**src/sv/sus_pkg.sv**
```systemverilog
package sus_pkg;

    // Table capacity and derived widths.
    localparam int TABLE_DEPTH = 64;
    localparam int CNT_W       = $clog2(TABLE_DEPTH + 1);
    localparam int KEY_W       = 32;
    localparam int OUT_CNT_W   = 7;

    // Operation codes carried on the op field.
    localparam logic OP_INSERT = 1'b0;
    localparam logic OP_DELETE = 1'b1;

    // Per-cycle commands broadcast from the controller to every cell.
    typedef struct packed {
        logic cmp;   // compare stored key with the incoming key
        logic ins;   // open a gap at the insert position and drop the key in
        logic del;   // close the gap over the deleted key
    } cell_ctl_t;

endpackage

```
**src/sv/sus_cell.sv**
```systemverilog
module sus_cell
    import sus_pkg::*;
(
    input  logic                     clk,
    input  cell_ctl_t                ctl,
    input  logic                     occ,
    input  logic signed [KEY_W-1:0]  cmp_key,
    input  logic signed [KEY_W-1:0]  ins_key,
    input  logic signed [KEY_W-1:0]  left_key,
    input  logic                     left_lt,
    input  logic signed [KEY_W-1:0]  right_key,
    output logic signed [KEY_W-1:0]  key_q,
    output logic                     lt_q,
    output logic                     eq_q
);

    logic signed [KEY_W-1:0] key_reg;
    logic signed [KEY_W-1:0] key_next;
    logic                    lt_reg;
    logic                    eq_reg;

    // A cell whose key is below the new key keeps it. Above that point an
    // insert shifts everything up by one cell and a delete shifts down by one.
    always_comb
    begin
        key_next = key_reg;
        if (ctl.ins && !lt_reg)
        begin
            key_next = left_lt ? ins_key : left_key;
        end
        else if (ctl.del && !lt_reg)
        begin
            key_next = right_key;
        end
    end

    always_ff @(posedge clk)
    begin
        key_reg <= key_next;
        if (ctl.cmp)
        begin
            lt_reg <= occ && (key_reg < cmp_key);
            eq_reg <= occ && (key_reg == cmp_key);
        end
    end

    assign key_q = key_reg;
    assign lt_q  = lt_reg;
    assign eq_q  = eq_reg;

endmodule

```
**config.mk**
```make
export PLATFORM = sky130hd
export DESIGN_NAME = sus_cell
export DESIGN_NICKNAME = d
export VERILOG_FILES = /design/src/sv/sus_pkg.sv /design/src/sv/sus_cell.sv
export SDC_FILE = /design/constraint.sdc
export NUM_CORES = 1
export LEC_CHECK = 0
export BUFFER_PORTS_ARGS = -buffer_cell sky130_fd_sc_hd__buf_2
export CAP_MARGIN = 20
export CORE_MARGIN = 2
export CORE_UTILIZATION = 43
export CTS_CLUSTER_DIAMETER = 120
export DETAILED_ROUTE_END_ITERATION = 10
export GPL_ROUTABILITY_DRIVEN = 0
export GPL_TIMING_DRIVEN = 0
export PLACE_DENSITY = 0.87
export SKIP_CTS_REPAIR_TIMING = 1
export SYNTH_ARGS = -nofsm -noshare
export SYNTH_HDL_FRONTEND = slang
export SYNTH_SLANG_ARGS = --single-unit
```
**constraint.sdc**
```tcl
create_clock -name clk -period 2.9 [get_ports clk]
set_clock_uncertainty 0.15 [all_clocks]
set_input_delay 0.58 -clock clk [delete_from_list [all_inputs] [get_ports clk]]
set_output_delay 0.58 -clock clk [all_outputs]
set_load 0.03 [all_outputs]
```
[After elaboration in Yosys (flattened, before gate mapping)]
Index checks and enable logic that the tools add are counted.
Cells by class
  order comparisons: 1
  equality and inequality tests: 1
  mux-type cells: 3
  reduce and logical (&&, ||, !) cells: 6
Operators with widths (count)
  $mux 32: 3
  $eq 32x32->1: 1
  $lt 32x32->1: 1
  $logic_and 1x1->1: 4
  $reduce_bool 2->1: 1
  $logic_not 1->1: 1
Storage, ports and cells
  register bits after elaboration: 34
  input port bits: 134
  output and inout bits: 34
  word-level logic and storage cells: 14

[Logic depth before layout (Yosys ltp)]
  depth in word-level cells: 4
  depth in mapped cells: 7
  depth with buffers taken out: 7

[Least setup slack after synthesis]
Ideal clock, no wire load.
  kind: input-to-reg
  start: input port ctl[1] in the netlist's numbering
  end: register key_reg[0], in the netlist key_q[0] (enable)
  library setup time: 0.422 ns
  arrival: 1.978 ns
  slack: 0.350 ns
  stages on the path: 2
  cells stage by stage: nor2_1 > nor2_1
On the way
  longest elaborated chain between the ends: 2
RTL lines
  start, declared: line sus_cell.sv:5  | input cell_ctl_t ctl,
  $logic_and 1x1->1: line sus_cell.sv:27  | if (ctl.ins && !lt_reg)
  $reduce_bool 2->1 (no source line)
  end signal, assigned: line sus_cell.sv:39  | key_reg <= key_next;
  end, declared: line sus_cell.sv:17  | logic signed [KEY_W-1:0] key_reg;
Every way passes these cells.
A chain may end at the register's enable or synchronous reset.

[Final worst setup path]
  start: register key_reg[15], in the netlist key_q[15]
  end: register lt_reg, in the netlist lt_q (data pin)
On the way
  longest elaborated chain between the ends: 2
RTL lines
  $lt 32x32->1: line sus_cell.sv:42  | lt_reg <= occ && (key_reg < cmp_key);
  $logic_and 1x1->1: line sus_cell.sv:42
  end signal, assigned: line sus_cell.sv:42
  end, declared: line sus_cell.sv:19  | logic lt_reg;
Every way passes these cells.

==> qor.yml <==
final_common_cell: "buf_2"
hpwlAfterDp_mm: 5.98
finalMaxSlewViolations: 0
path_cells: "ha_1 > nand4_2 > nor4_2 > o21ai_1 > a31oi_1 > mux2i_1"
relSlewSlack_pct: 39.2
avgViaCountPerCell: 5.01
grt_usage_pct: 21.9
p_clk_share_pct: 21.2
die_height_um: 81.1
vias: 2536
place_area_um2: 3490
syn-mean-instance-area_um2: 9.86
reg2regPathDepth: 6
wire_per_inst_um: 14.1
path_class: "reg -> reg"
worst_setup_path_end_kind: "register"
antennaDiodeCount: 0
syn_inst: 259
num_rows: 28
dp.cells: 500
netlist_top_cells_area: "edfxtp_1, ha_1, mux2i_1, nand2_1, o21ai_0"
syn_to_final_growth_pct: 39.3
cts_root_buf: "clkbuf_8"
die_area_um2: 6570
fillCellCount: 513
start_util_pct: 43.9
drc_errors: 0
clkTransAtPathRegs_ns: 0.07
layout.nets: 598
grt_start_max_net_pins: 33
numClockSinks: 34
cts_buffers: 5
fin_area_um2: 3560
finalWirelength_mm: 7.11
worstPathMaxFanout: 3
hold_path_depth: 1
core_um2: 5820
irDropWorstVdd_uv: 219
layout_common_cells: "buf_2, nand2_1, edfxtp_1, mux2i_1"
worstMarginPinSlew_ns: 0.909
start_kind: "register"
worstPathRequired_ns: 2.77
cts_tree: "built"
hold_path.class: "in -> reg"
ys_seq_area_share_pct: 40.0
drtAntennaViolNets: 0
synth_cell_types: 30
crit_path_top_delay_cell: "edfxtp_1"
yosysTopAreaCellShare_pct: 40.0
layoutNonFillerInstCount: 506
cap_violations: 0
cp-startpoint: "key_q[15]"
status: "complete, no violations"
grt_pass1_vias: 2450
pwr-share-seq_pct: 42.9
p_sw_uw: 513
drtIter0Drc: 128
min-delay-start: "ctl[2]"
finalPower_uw: 1500
p_sw_share_pct: 34.2
fin_util_pct: 61.2
r2r_start: "key_q[15]"
die_x_um: 81.1
grt_first_pass_wirelength_mm: 10.9
mappedNetlistArea_um2: 2550
dr.pass1.iters: 4
portBuffers: 166
syn_nets: 425
critPathMaxStageDelay_ns: 0.41
period_share_pct: 73.4
insertion_delay_ns: 0.28
yosys.area.top_type: "edfxtp_1"
fmax_mhz: 470
synth-seq-cells: 34
p_comb_share_pct: 35.9
yosys_warnings: 0
clock_path_buffers: 2
internal_power_uw: 987
drive_above_1_share_pct: 42.9
hold_viol: 0
finalSetupTns_ns: 0
setup_violations: 0
overflow: 0
arrival_ns: 2.00
io_pins: 168
fin_crit_ns: 2.13
rsz0062_at_grt: "false"
antenna_found_initial: 0
p_leak_uw: 0.00192
power_density_nw_per_um2: 422
htreeDepth: 2
cell usage after synthesis:
master and count:
o31ai_1 1, inv_1 32, ha_1 32, a21o_1 1, a21boi_0 1, o21bai_2 1
nand4_2 2, nor2b_1 1, nor4_2 1, o21ai_1 14, nor2_1 4, and4_1 3
a21o_2 1, mux2i_1 33, nor4b_2 1, o211a_1 1, edfxtp_1 34, nand4_1 2
and2b_2 1, o21ai_0 24, nand2b_1 1, or2b_1 1, a211oi_1 3, clkbuf_1 6
a21oi_1 11, nand2_1 39, nand3_1 1, nand4_4 1, buf_2 5, a31oi_1 1
worst paths after layout:
kind,slack [ns],end
worst max-delay path,0.77,lt_q
worst min-delay path,0.38,eq_q
worst max register to register,0.77,lt_q
worst min register to register,0.63,eq_q
power by group through the flow:
| stage | clock network [uW] | registers [uW] | logic [uW] |
|---|---|---|---|
| global route | 342 | 651 | 596 |
| detailed placement | 0 | 655 | 541 |
| global placement | 0 | 654 | 519 |
| floorplan | 0 | 757 | 230 |
| CTS | 322 | 645 | 544 |
| finish | 318 | 644 | 538 |
per-layer routing:
layer / routed length, um / vias to the layer above / global-route usage [%]
met2: 3740 / 102 / 40.6
li1: - / 1272 / -
met3: 447 / 8 / 5.33
met4: 98 / 0 / 6.44
met5: 0 / - / 0
met1: 2830 / 1154 / 24.7
cell families after synthesis:
kind of cell | count (synthesis) | synth area share, %
AO/OA/AOI/OAI | 59 | 12.8
adder cells (fa/ha/maj) | 32 | 15.7
buffers and inverters | 43 | 6.57
flip-flops | 34 | 40.0
multiplexers | 33 | 12.9
AND/OR/NAND/NOR | 58 | 12.1
worst max-delay path, delay by kind of cell, from the launching register on:
| kind | cells | cell delay, ns |
|---|---|---|
| compound gates | 2 | 0.32 |
| fa+ha+maj | 1 | 0.35 |
| flops | 1 | 0.41 |
| mux | 1 | 0.11 |
| simple gates | 2 | 0.53 |
state kept, by name, summed over array words and instances, names as in the netlist:
signal	flops
key_q	32
lt_q	1
eq_q	1
per-stage QoR:
| stage | setup slack [ns] | hold WS (ns) |
|---|---|---|
| 6_report | 0.772 | 0.384 |
| 5_1_grt | 0.659 | 0.369 |
| 2_1_floorplan | 0.350 | 0.542 |
| 4_1_cts | 0.773 | 0.374 |
| 3_5_place_dp | 0.528 | 0.622 |
| 3_3_place_gp | -0.414 | 0.599 |
layout make-up:
type | count | area, um2 | share of cell area [%]
Clock buffer | 5 | 68.8 | 1.93
Multi-Input combinational cell | 182 | 1370 | 38.6
Clock inverter | 1 | 3.75 | 0.105
Inverter | 32 | 120 | 3.38
Timing Repair Buffer | 166 | 831 | 23.3
Sequential cell | 34 | 1020 | 28.7
Buffer | 11 | 47.5 | 1.34
Tap cell | 75 | 93.8 | 2.64
Note: power is estimated with default switching activity, not from simulation.
